<file path="src/sv/pfi_pkg.sv">
package pfi_pkg;

  // Fixed field widths
  localparam int COEF_W     = 16;
  localparam int IFW        = 5;   // interp_factor
  localparam int TCW        = 6;   // tap_count
  localparam int CFG_IDX_W  = 2;
  localparam int CFG_DATA_W = 6;

  // Configuration register indexes
  localparam logic [CFG_IDX_W-1:0] CFG_INTERP = 2'd0;
  localparam logic [CFG_IDX_W-1:0] CFG_TAPS   = 2'd1;
  localparam logic [CFG_IDX_W-1:0] CFG_TRIM   = 2'd2;

  // Input item operation codes
  localparam logic OP_SAMPLE = 1'b0;
  localparam logic OP_COEF   = 1'b1;

  typedef struct packed {
    logic coef_wr;
    logic hist_shift;
    logic hist_clr;
    logic acc_clr;
    logic term_valid;
    logic emit;
    logic emit_lor;
    logic emit_eob;
  } cmd_t;

  typedef struct packed {
    logic out_free;
  } sts_t;

endpackage

</file>
<file path="src/sv/pfi_ram.sv">
module pfi_ram #(
  parameter int WIDTH = 16,
  parameter int DEPTH = 32
) (
  input  logic                     clk_i,
  input  logic                     we_i,
  input  logic [$clog2(DEPTH)-1:0] waddr_i,
  input  logic [WIDTH-1:0]         wdata_i,
  input  logic [$clog2(DEPTH)-1:0] raddr_i,
  output logic [WIDTH-1:0]         rdata_o
);

  logic [WIDTH-1:0] mem_q [DEPTH];
  logic [WIDTH-1:0] rdata_q;

  always_ff @(posedge clk_i) begin
    if (we_i) begin
      mem_q[waddr_i] <= wdata_i;
    end
    rdata_q <= mem_q[raddr_i];
  end

  assign rdata_o = rdata_q;

endmodule

</file>
<file path="src/sv/pfi_datapath.sv">
module pfi_datapath #(
  parameter int MAX_TAPS     = 32,
  parameter int SAMPLE_WIDTH = 16
) (
  input  logic                                            clk_i,
  input  logic                                            rst_ni,
  input  pfi_pkg::cmd_t                                   cmd_i,
  output pfi_pkg::sts_t                                   sts_o,
  input  logic [$clog2(MAX_TAPS)-1:0]                     coef_raddr_i,
  input  logic [$clog2(MAX_TAPS)-1:0]                     hist_idx_i,
  input  logic signed [SAMPLE_WIDTH-1:0]                  sample_in_i,
  input  logic [$clog2(MAX_TAPS)-1:0]                     coef_index_i,
  input  logic signed [pfi_pkg::COEF_W-1:0]               coef_value_i,
  input  logic                                            out_stall_i,
  output logic                                            out_valid_o,
  output logic signed [SAMPLE_WIDTH+pfi_pkg::COEF_W+$clog2(MAX_TAPS)-1:0] filtered_value_o,
  output logic                                            last_of_run_o,
  output logic                                            end_of_block_o
);

  localparam int AW   = $clog2(MAX_TAPS);
  localparam int PW   = SAMPLE_WIDTH + pfi_pkg::COEF_W;
  localparam int ACCW = PW + AW;

  logic signed [SAMPLE_WIDTH-1:0]    hist_q [MAX_TAPS];
  logic signed [SAMPLE_WIDTH-1:0]    hist_rd_q;
  logic signed [pfi_pkg::COEF_W-1:0] coef_rd;
  logic signed [PW-1:0]              prod_q;
  logic signed [ACCW-1:0]            acc_q;
  logic                              v1_q, v2_q;
  logic                              out_valid_q;
  logic signed [ACCW-1:0]            out_val_q;
  logic                              out_lor_q, out_eob_q;
  logic                              coef_we;

  assign coef_we = cmd_i.coef_wr && (32'(coef_index_i) < 32'(MAX_TAPS));

  pfi_ram #(
    .WIDTH (pfi_pkg::COEF_W),
    .DEPTH (MAX_TAPS)
  ) u_coef_ram (
    .clk_i   (clk_i),
    .we_i    (coef_we),
    .waddr_i (coef_index_i),
    .wdata_i (coef_value_i),
    .raddr_i (coef_raddr_i),
    .rdata_o (coef_rd)
  );

  // Delay line, newest sample at entry 0
  always_ff @(posedge clk_i or negedge rst_ni) begin
    if (!rst_ni) begin
      for (int k = 0; k < MAX_TAPS; k++) hist_q[k] <= '0;
    end else if (cmd_i.hist_clr) begin
      for (int k = 0; k < MAX_TAPS; k++) hist_q[k] <= '0;
    end else if (cmd_i.hist_shift) begin
      hist_q[0] <= sample_in_i;
      for (int k = 1; k < MAX_TAPS; k++) hist_q[k] <= hist_q[k-1];
    end
  end

  // MAC pipeline: read, multiply, accumulate
  always_ff @(posedge clk_i or negedge rst_ni) begin
    if (!rst_ni) begin
      v1_q <= 1'b0;
      v2_q <= 1'b0;
    end else begin
      v1_q <= cmd_i.term_valid;
      v2_q <= v1_q;
    end
  end

  always_ff @(posedge clk_i) begin
    hist_rd_q <= hist_q[hist_idx_i];
    prod_q    <= PW'(coef_rd) * PW'(hist_rd_q);
    if (cmd_i.acc_clr) begin
      acc_q <= '0;
    end else if (v2_q) begin
      acc_q <= acc_q + ACCW'(prod_q);
    end
  end

  // Output register
  always_ff @(posedge clk_i or negedge rst_ni) begin
    if (!rst_ni) begin
      out_valid_q <= 1'b0;
    end else if (cmd_i.emit) begin
      out_valid_q <= 1'b1;
    end else if (!out_stall_i) begin
      out_valid_q <= 1'b0;
    end
  end

  always_ff @(posedge clk_i) begin
    if (cmd_i.emit) begin
      out_val_q <= acc_q;
      out_lor_q <= cmd_i.emit_lor;
      out_eob_q <= cmd_i.emit_eob;
    end
  end

  assign sts_o.out_free  = !out_valid_q || !out_stall_i;
  assign out_valid_o      = out_valid_q;
  assign filtered_value_o = out_val_q;
  assign last_of_run_o    = out_lor_q;
  assign end_of_block_o   = out_eob_q;

endmodule

</file>
<file path="src/sv/pfi_ctrl.sv">
module pfi_ctrl #(
  parameter int MAX_TAPS   = 32,
  parameter int MAX_INTERP = 16
) (
  input  logic                             clk_i,
  input  logic                             rst_ni,
  input  logic                             in_valid_i,
  input  logic                             operation_i,
  input  logic                             last_sample_i,
  output logic                             in_stall_o,
  input  logic                             cfg_wr_en_i,
  input  logic [pfi_pkg::CFG_IDX_W-1:0]    cfg_index_i,
  input  logic [pfi_pkg::CFG_DATA_W-1:0]   cfg_data_i,
  output pfi_pkg::cmd_t                    cmd_o,
  input  pfi_pkg::sts_t                    sts_i,
  output logic [$clog2(MAX_TAPS)-1:0]      coef_raddr_o,
  output logic [$clog2(MAX_TAPS)-1:0]      hist_idx_o
);

  localparam int AW  = $clog2(MAX_TAPS);
  localparam int LFW = $clog2(MAX_INTERP + 1);
  localparam int NTW = $clog2(MAX_TAPS + 1);
  localparam int QW  = $clog2(MAX_INTERP + MAX_TAPS + 1);

  typedef enum logic [2:0] {
    ST_IDLE,
    ST_SETUP,
    ST_START,
    ST_ISSUE,
    ST_DRAIN,
    ST_EMIT
  } state_e;

  state_e                 state_q, state_d;
  logic [pfi_pkg::IFW-1:0] cfg_lf_q;
  logic [pfi_pkg::TCW-1:0] cfg_nt_q;
  logic                   cfg_trim_q;

  logic [LFW-1:0] lf_q, lf_d, lf_c;
  logic [NTW-1:0] nt_q, nt_d, nt_c;
  logic           trim_q, trim_d, last_q, last_d;
  logic [QW-1:0]  cand_q, cand_d, q_q, q_d, idx_q, idx_d;
  logic [AW-1:0]  j_q, j_d;
  logic [NTW-1:0] drop_q, drop_d;

  logic [NTW-1:0] lat_c, rem_c;
  logic [QW-1:0]  cand_c, skip_c;
  logic           accept;

  assign accept = in_valid_i && (state_q == ST_IDLE);

  always_comb begin
    if (cfg_lf_q == '0) begin
      lf_c = LFW'(1);
    end else if (32'(cfg_lf_q) > 32'(MAX_INTERP)) begin
      lf_c = LFW'(MAX_INTERP);
    end else begin
      lf_c = LFW'(cfg_lf_q);
    end
    if (cfg_nt_q == '0) begin
      nt_c = NTW'(1);
    end else if (32'(cfg_nt_q) > 32'(MAX_TAPS)) begin
      nt_c = NTW'(MAX_TAPS);
    end else begin
      nt_c = NTW'(cfg_nt_q);
    end
  end

  // Per-item schedule: candidate output count and how many leading outputs trimmed mode drops
  always_comb begin
    lat_c = (nt_q - NTW'(1)) >> 1;
    if (!last_q) begin
      cand_c = QW'(lf_q);
    end else if (trim_q) begin
      cand_c = QW'(lf_q) + QW'(lat_c);
    end else begin
      cand_c = QW'(nt_q);
    end
    rem_c = (drop_q < lat_c) ? (lat_c - drop_q) : '0;
    if (!trim_q) begin
      skip_c = '0;
    end else if (QW'(rem_c) < cand_c) begin
      skip_c = QW'(rem_c);
    end else begin
      skip_c = cand_c;
    end
  end

  always_comb begin
    state_d = state_q;
    lf_d    = lf_q;
    nt_d    = nt_q;
    trim_d  = trim_q;
    last_d  = last_q;
    cand_d  = cand_q;
    q_d     = q_q;
    idx_d   = idx_q;
    j_d     = j_q;
    drop_d  = drop_q;
    cmd_o   = '0;

    unique case (state_q)
      ST_IDLE: begin
        if (accept) begin
          if (operation_i == pfi_pkg::OP_COEF) begin
            cmd_o.coef_wr = 1'b1;
          end else begin
            cmd_o.hist_shift = 1'b1;
            lf_d    = lf_c;
            nt_d    = nt_c;
            trim_d  = cfg_trim_q;
            last_d  = last_sample_i;
            state_d = ST_SETUP;
          end
        end
      end
      ST_SETUP: begin
        cand_d  = cand_c;
        q_d     = skip_c;
        drop_d  = drop_q + NTW'(skip_c);
        state_d = ST_START;
      end
      ST_START: begin
        if (q_q >= cand_q) begin
          if (last_q) begin
            cmd_o.hist_clr = 1'b1;
            drop_d = '0;
          end
          state_d = ST_IDLE;
        end else begin
          cmd_o.acc_clr = 1'b1;
          idx_d   = q_q;
          j_d     = '0;
          state_d = ST_ISSUE;
        end
      end
      ST_ISSUE: begin
        if (idx_q < QW'(nt_q)) begin
          cmd_o.term_valid = 1'b1;
          idx_d = idx_q + QW'(lf_q);
          j_d   = j_q + AW'(1);
        end else begin
          state_d = ST_DRAIN;
        end
      end
      ST_DRAIN: begin
        // last product reaches the accumulator at the end of this cycle
        state_d = ST_EMIT;
      end
      ST_EMIT: begin
        if (sts_i.out_free) begin
          cmd_o.emit     = 1'b1;
          cmd_o.emit_lor = (q_q == cand_q - QW'(1));
          cmd_o.emit_eob = (q_q == cand_q - QW'(1)) && last_q;
          q_d     = q_q + QW'(1);
          state_d = ST_START;
        end
      end
      default: state_d = ST_IDLE;
    endcase
  end

  always_ff @(posedge clk_i or negedge rst_ni) begin
    if (!rst_ni) begin
      state_q    <= ST_IDLE;
      cfg_lf_q   <= pfi_pkg::IFW'(1);
      cfg_nt_q   <= pfi_pkg::TCW'(1);
      cfg_trim_q <= 1'b0;
      lf_q       <= LFW'(1);
      nt_q       <= NTW'(1);
      trim_q     <= 1'b0;
      last_q     <= 1'b0;
      cand_q     <= '0;
      q_q        <= '0;
      idx_q      <= '0;
      j_q        <= '0;
      drop_q     <= '0;
    end else begin
      state_q <= state_d;
      lf_q    <= lf_d;
      nt_q    <= nt_d;
      trim_q  <= trim_d;
      last_q  <= last_d;
      cand_q  <= cand_d;
      q_q     <= q_d;
      idx_q   <= idx_d;
      j_q     <= j_d;
      drop_q  <= drop_d;
      if (cfg_wr_en_i) begin
        unique case (cfg_index_i)
          pfi_pkg::CFG_INTERP: cfg_lf_q   <= cfg_data_i[pfi_pkg::IFW-1:0];
          pfi_pkg::CFG_TAPS:   cfg_nt_q   <= cfg_data_i[pfi_pkg::TCW-1:0];
          pfi_pkg::CFG_TRIM:   cfg_trim_q <= cfg_data_i[0];
          default: ;
        endcase
      end
    end
  end

  assign in_stall_o   = (state_q != ST_IDLE);
  assign coef_raddr_o = AW'(idx_q);
  assign hist_idx_o   = j_q;

endmodule

</file>
<file path="src/sv/polyphase_fir_interpolator.sv">
// Channel  Direction  Handshake                 Payload
// in       input      in_valid_i / in_stall_o   operation, sample_in, last_sample, coef_index,
//                                               coef_value
// out      output     out_valid_o / out_stall_i filtered_value, last_of_run, end_of_block
// cfg      input      cfg_wr_en_i               cfg_index_i, cfg_data_i
//
// A coefficient write does not raise in_stall_o. A sample holds in_stall_o while its results
// are worked out and handed over; dropped results cost no work. An ordinary sample in full mode
// needs nT tap products in all: one shared multiplier does one tap product per cycle, and each
// result adds a setup, issue end, drain and transfer step.
// Reset clears the delay line, the trim count, the control registers and out_valid_o; the tap store is not cleared.
// A stall on the output holds the result register; the sequencer waits in its emit step.
module polyphase_fir_interpolator #(
  parameter int MAX_TAPS     = 32,
  parameter int MAX_INTERP   = 16,
  parameter int SAMPLE_WIDTH = 16
) (
  input  logic                                 clk_i,
  input  logic                                 rst_ni,
  input  logic                                 in_valid_i,
  output logic                                 in_stall_o,
  input  logic                                 operation_i,
  input  logic signed [SAMPLE_WIDTH-1:0]       sample_in_i,
  input  logic                                 last_sample_i,
  input  logic [$clog2(MAX_TAPS)-1:0]          coef_index_i,
  input  logic signed [pfi_pkg::COEF_W-1:0]    coef_value_i,
  output logic                                 out_valid_o,
  input  logic                                 out_stall_i,
  output logic signed [SAMPLE_WIDTH+pfi_pkg::COEF_W+$clog2(MAX_TAPS)-1:0] filtered_value_o,
  output logic                                 last_of_run_o,
  output logic                                 end_of_block_o,
  input  logic                                 cfg_wr_en_i,
  input  logic [pfi_pkg::CFG_IDX_W-1:0]        cfg_index_i,
  input  logic [pfi_pkg::CFG_DATA_W-1:0]       cfg_data_i
);

  localparam int AW = $clog2(MAX_TAPS);

  pfi_pkg::cmd_t cmd;
  pfi_pkg::sts_t sts;
  logic [AW-1:0] coef_raddr;
  logic [AW-1:0] hist_idx;

  pfi_ctrl #(
    .MAX_TAPS   (MAX_TAPS),
    .MAX_INTERP (MAX_INTERP)
  ) u_ctrl (
    .clk_i         (clk_i),
    .rst_ni        (rst_ni),
    .in_valid_i    (in_valid_i),
    .operation_i   (operation_i),
    .last_sample_i (last_sample_i),
    .in_stall_o    (in_stall_o),
    .cfg_wr_en_i   (cfg_wr_en_i),
    .cfg_index_i   (cfg_index_i),
    .cfg_data_i    (cfg_data_i),
    .cmd_o         (cmd),
    .sts_i         (sts),
    .coef_raddr_o  (coef_raddr),
    .hist_idx_o    (hist_idx)
  );

  pfi_datapath #(
    .MAX_TAPS     (MAX_TAPS),
    .SAMPLE_WIDTH (SAMPLE_WIDTH)
  ) u_datapath (
    .clk_i            (clk_i),
    .rst_ni           (rst_ni),
    .cmd_i            (cmd),
    .sts_o            (sts),
    .coef_raddr_i     (coef_raddr),
    .hist_idx_i       (hist_idx),
    .sample_in_i      (sample_in_i),
    .coef_index_i     (coef_index_i),
    .coef_value_i     (coef_value_i),
    .out_stall_i      (out_stall_i),
    .out_valid_o      (out_valid_o),
    .filtered_value_o (filtered_value_o),
    .last_of_run_o    (last_of_run_o),
    .end_of_block_o   (end_of_block_o)
  );

endmodule

</file>
<file path="config.mk">
export PLATFORM = sky130hd
export DESIGN_NAME = polyphase_fir_interpolator
export DESIGN_NICKNAME = d
export VERILOG_FILES = /design/src/sv/pfi_pkg.sv /design/src/sv/pfi_ram.sv /design/src/sv/pfi_datapath.sv /design/src/sv/pfi_ctrl.sv /design/src/sv/polyphase_fir_interpolator.sv
export SDC_FILE = /design/constraint.sdc
export NUM_CORES = 2
export LEC_CHECK = 0
export BUFFER_PORTS_ARGS = -buffer_cell sky130_fd_sc_hd__buf_2
export CAP_MARGIN = 10
export CORE_MARGIN = 2
export CORE_UTILIZATION = 60
export CTS_BUF_LIST = sky130_fd_sc_hd__clkbuf_8
export DETAILED_ROUTE_END_ITERATION = 16
export PLACE_DENSITY = 0.82
export SKIP_CTS_REPAIR_TIMING = 1
export SKIP_LAST_GASP = 1
export SYNTH_ARGS = -nofsm -noshare
export SYNTH_HDL_FRONTEND = slang
export SYNTH_SLANG_ARGS = --single-unit
</file>
<file path="constraint.sdc">
create_clock -name clk_i -period 7.2 [get_ports clk_i]
set_clock_uncertainty 0.1 [all_clocks]
set_input_delay 0.36 -clock clk_i [delete_from_list [all_inputs] [get_ports clk_i]]
set_output_delay 0.36 -clock clk_i [all_outputs]
set_load 0.03 [all_outputs]
</file>
* Word-level counts from Yosys, hierarchy flattened
Memories as Yosys holds them, arrays and structs flattened. A register that Yosys moved wholly into a read port is not among the register bits. Cells that the tools add are included.
Storage, ports and cells: register bits 696, bits in latches 0, bits in writable memories 512, bits in read-only memories 0, input bits 52, output and inout port bits 41, logic and storage cells 161, memories 1
Cells by class: add/subtract/negate cells 9, $mul 1, div/mod/pow operators 0, $lt $le $gt $ge 7, equal/unequal tests 17, shift operators 0, multiplexer cells 47, bitwise gates (word level) 2, reductions and logical operators 23
Memory list:
- u_datapath.u_coef_ram.mem_q | depth 32, width 16, rd ports 1, clocked after Yosys merged registers in 1, wr ports 1, line pfi_ram.sv:13 | logic [WIDTH-1:0] mem_q [DEPTH];
Operators with widths (count):
- $mux 512 | 2
- $bmux 16 s5 | 1
- $mux 6 | 12
- $add 37x32->37 | 1
- $pmux 6 s2 | 3
- $mul 16x16->32 | 1
- $mux 16 | 2
- $mux 5 | 4
- $mux 3 | 6
- $pmux 3 s6 | 1
- $lt 6x6->1 | 2
- $sub 6x1->6 const B | 2
- $mux 1 | 11
- $ne 2x1->1 const B | 5
- $pmux 5 s2 | 1
- $reduce_and 2->1 | 5
- $reduce_and 3->1 | 3
- $mux 2 | 4
- $ne 2x2->1 const B | 4
- $reduce_bool 2->1 | 4
- $add 5x5->6 | 1
- $add 6x1->6 const B | 1
- $add 6x5->6 | 1
- $add 6x6->6 | 1
- other kinds (24) | 28

* Depth between registers and ports, before layout
depth after elaboration 9, depth in mapped cells 29, mapped depth without buffers 29

* By module
Synthesis repeated with hierarchy kept, for this count alone.
Unflattened totals: cells, all modules 5033, area, all modules 64200.3 µm²
By module, submodules not included:
- pfi_datapath | instances 1, cells an instance 3429, area each 39556.7 µm², sequential area each 15760.1 µm²
- pfi_ram | instances 1, cells an instance 1143, area each 20534.7 µm², sequential area each 15695.1 µm²
- pfi_ctrl | instances 1, cells an instance 461, area each 4108.9 µm², sequential area each 1431.4 µm²

* Least setup slack after synthesis
No wires, ideal clock.
path type reg2reg, start register u_datapath.u_coef_ram.rdata_q[10] (netlist: u_datapath.u_coef_ram.rdata_o[10]), read port of u_datapath.u_coef_ram.mem_q, end register u_datapath.prod_q[30], arrival 6.035 ns, setup slack 0.947 ns, cell stages (with the launch flop) 21, clock period less this slack 6.253 ns, path through dfxtp_1 -> clkbuf_1 -> nand2_1 -> fa_1 -> fa_1 -> fa_1 -> fa_1 -> inv_1 -> fa_1 -> fa_1 -> ha_1 -> a21o_1 -> or3_4 -> o221ai_2 -> o211ai_1 -> o31a_1 -> a21o_1 -> a2111oi_4 -> o21bai_1 -> a21o_1 -> xor2_1
On the way: cells in the longest elaborated chain, start to end 1
Ends and longest elaborated chain:
- start, declared | line pfi_ram.sv:14 | logic [WIDTH-1:0] rdata_q;
- $mul 16x16->32 | line pfi_datapath.sv:75 | prod_q <= PW'(coef_rd) * PW'(hist_rd_q);
- end signal, assigned | line pfi_datapath.sv:75
- end, declared | line pfi_datapath.sv:28 | logic signed [PW-1:0] prod_q;
Every way passes these cells. A chain may end at the register's enable or synchronous reset.

* Worst setup path after layout
start register u_datapath.hist_rd_q[2], end register u_datapath.prod_q[30]
On the way: cells in the longest elaborated chain, start to end 1
Ends and longest elaborated chain:
- start, declared | line pfi_datapath.sv:26 | logic signed [SAMPLE_WIDTH-1:0] hist_rd_q;
- start signal, assigned | line pfi_datapath.sv:74 | hist_rd_q <= hist_q[hist_idx_i];
- $mul 16x16->32 | line pfi_datapath.sv:75
Every way passes these cells.

==> impl_metrics.tcl <==
set metrics [dict create \
    run_status "completed" \
    drt_wl_total_mm 141 \
    ys_ff_latch 1224 \
    yosys.area.top_type "edfxtp_1" \
    numCtsBuffers 189 \
    place_ws_ns 0.527 \
    initial_utilization_pct 60.5 \
    synth_most_common_cell "nand2_1" \
    cp.arrival_ns 7.37 \
    htree_levels 4 \
    drt_iter0_markers 4707 \
    rsz0062_at_grt "false" \
    setup_viol 0 \
    syn-instance-count 5251 \
    io_buffers 92 \
    synth_top_cell_area_share_pct 26.4 \
    critical_path_class "reg -> reg" \
    gp_congestion 0.874 \
    hold_path.class "in -> reg" \
    finalSetupTns_ns 0 \
    die_area_sq_um 107000 \
    first_pass_iters 6 \
    synthesis.nets 5728 \
    cp-start-kind "flip-flop" \
    place_area_sq_um 64400 \
    fin_crit_sh_pct 93.7 \
    die_y_microns 327 \
    worst_slew_pin_slew_ns 1.22 \
    ys_async_sr_fraction_pct 46.7 \
    yosysWarnings 0 \
    drive_above_1_share_pct 14.7 \
    core_sq_um 104000 \
    synthTopCellsByCount "1245 x nand2_1, 607 x a21oi_1, 568 x dfrtp_1" \
    grt_max_degree 256 \
    clkSinkCount 1224 \
    drcViolationCount 0 \
    drv_cap 0 \
    slew_headroom_pct 18.3 \
    synth_flop_cell "dfrtp_1" \
    hold_violations 0 \
    syn_area_per_cell_sq_um 11.9 \
    fin_util_pct 66.3 \
    routedWlPerCell_microns 20.5 \
    fmaxAchievable_ghz 0.148 \
    dp_hpwl_mm 88.8 \
    clkLatencyLatePin_ns 0.89 \
    crit_required_ns 7.83 \
    num_vias 41400 \
    syn_to_final_growth_pct 9.57 \
    viasPerCell 6.01 \
    layout_setup_ws_ns 0.454 \
    cts_max_path_buffers 3 \
    netlist_area_sq_um 62700 \
    drv_slew 0 \
    yosysUniqueCellTypes 70 \
    stdcell_area_sq_um 68700 \
    die_w_microns 327 \
    antenna_found_initial 8 \
    synth_edf_count 551 \
    cts_root_buffer "clkbuf_8" \
    crit_path_end_kind "flip-flop" \
    synth_area_leaders "edfxtp_1 26%, dfrtp_1 23%, mux4_2 11%" \
    pin_count 93 \
    overflow 0 \
    grt_pass1_wl_mm 223 \
    final_nets 5830 \
    crit_fanout 16 \
    period_minus_slack_ns 6.75 \
    track_usage_pct 26.4 \
    ant_nets 0 \
    cts_tree "built" \
    ys_seq_area_share_pct 52.4 \
    rows 118 \
    fillers 7148 \
    grt_pass1_vias 40800 \
    path_clk_slew_ns 0.07 \
]
[sequential cells by signal (all words and copies together) (netlist names), 3 cells and up]
name,flops
u_datapath.hist_q,512
u_datapath.u_coef_ram.mem_q,512
u_datapath.acc_q,37
u_datapath.filtered_value_o,37
u_datapath.prod_q,32
u_datapath.hist_rd_q,16
u_datapath.u_coef_ram.rdata_o,16
u_ctrl.cand_q,6
u_ctrl.cfg_nt_q,6
u_ctrl.drop_q,6
u_ctrl.idx_q,6
u_ctrl.nt_q,6
u_ctrl.q_q,6
u_ctrl.cfg_lf_q,5
u_ctrl.hist_idx_o,5
u_ctrl.lf_q,5
u_ctrl.state_q,3
[cells in the final DEF, fill, tap and decap left out, drive strengths merged, types with 129 or more instances in the layout]
cell type  netlist  final
ha             158    158
nor2           129    129
buf             51    164
nand2         1245   1245
a21oi          608    608
clkbuf         257    217
fa             267    267
mux4           320    320
edfxtp         551    551
and2           129    129
inv            346    408
dfrtp          568    568
[layout make-up]
class	instances	area, sq um	share of cell area (%)
diodes	6	15.0	0.0219
clock buffers	217	2990	4.35
clock inverters	123	707	1.03
inverters	346	1300	1.89
multi-input cells	3373	27400	39.9
flip-flops and latches	1224	32900	47.9
well taps	1380	1730	2.51
repair buffers	219	1670	2.44
[worst paths after layout]
path,startpoint,slack (ns),cells past startpoint,endpoint
setup / recovery,u_datapath.hist_rd_q[2],0.45,19,u_datapath.prod_q[30]
hold / removal,operation_i,0.04,3,u_ctrl.state_q[0]
setup reg to reg,u_datapath.hist_rd_q[2],0.45,19,u_datapath.prod_q[30]
hold reg to reg,u_datapath.v1_q,0.25,0,u_datapath.v2_q
max in group asynchronous,rst_ni,5.26,3,u_ctrl.hist_idx_o[1]
min in group asynchronous,rst_ni,0.08,2,u_datapath.hist_q[113]
[worst max-delay path, stage by stage, from the launching register on]
cell and delay (ns):
dfxtp_1 0.72, nand2_1 0.16, fa_1 0.52, fa_1 0.59, fa_1 0.45, fa_1 0.55, inv_1 0.05, fa_1 0.49
fa_1 0.41, ha_1 0.37, a21o_1 0.22, or3_4 0.34, o221ai_2 0.14, o211ai_1 0.14, o31a_1 0.30, a21o_1 0.24
a2111oi_4 0.34, o21bai_1 0.12, a21o_1 0.19, xor2_1 0.14
[metrics by stage]
step	cells	hold slack [ns]
after floorplan	5251	-0.0356
after global placement	6487	0.232
after detailed placement	6487	0.248
after CTS	6827	-0.550
after global routing	6885	0.00254
final	6888	0.0415
[kinds of logic (layout without fill, tap and decap cells)]
| family | after synthesis | count (layout) | share of synthesized area (%) |
|---|---|---|---|
| simple gates | 1662 | 1662 | 11.0 |
| buf+inv | 654 | 905 | 3.92 |
| compound gates | 819 | 819 | 7.14 |
| fa+ha+maj | 425 | 425 | 11.7 |
| xor+xnor | 78 | 78 | 1.09 |
| flops | 1224 | 1224 | 52.4 |
| mux | 389 | 389 | 12.7 |
| other cells | 0 | 6 | 0 |
[metal layers]
layer	track usage [%]	vias up	wire length [microns]
met4	8.88	2	4140
met2	42.6	1841	69300
met1	36.8	20900	56400
met5	0	-	13
li1	-	18400	-
met3	4.98	293	11400
Power is left out: the tool's default activity adds up to more than one toggle a clock period on the data nets, which glitch-free logic cannot reach.
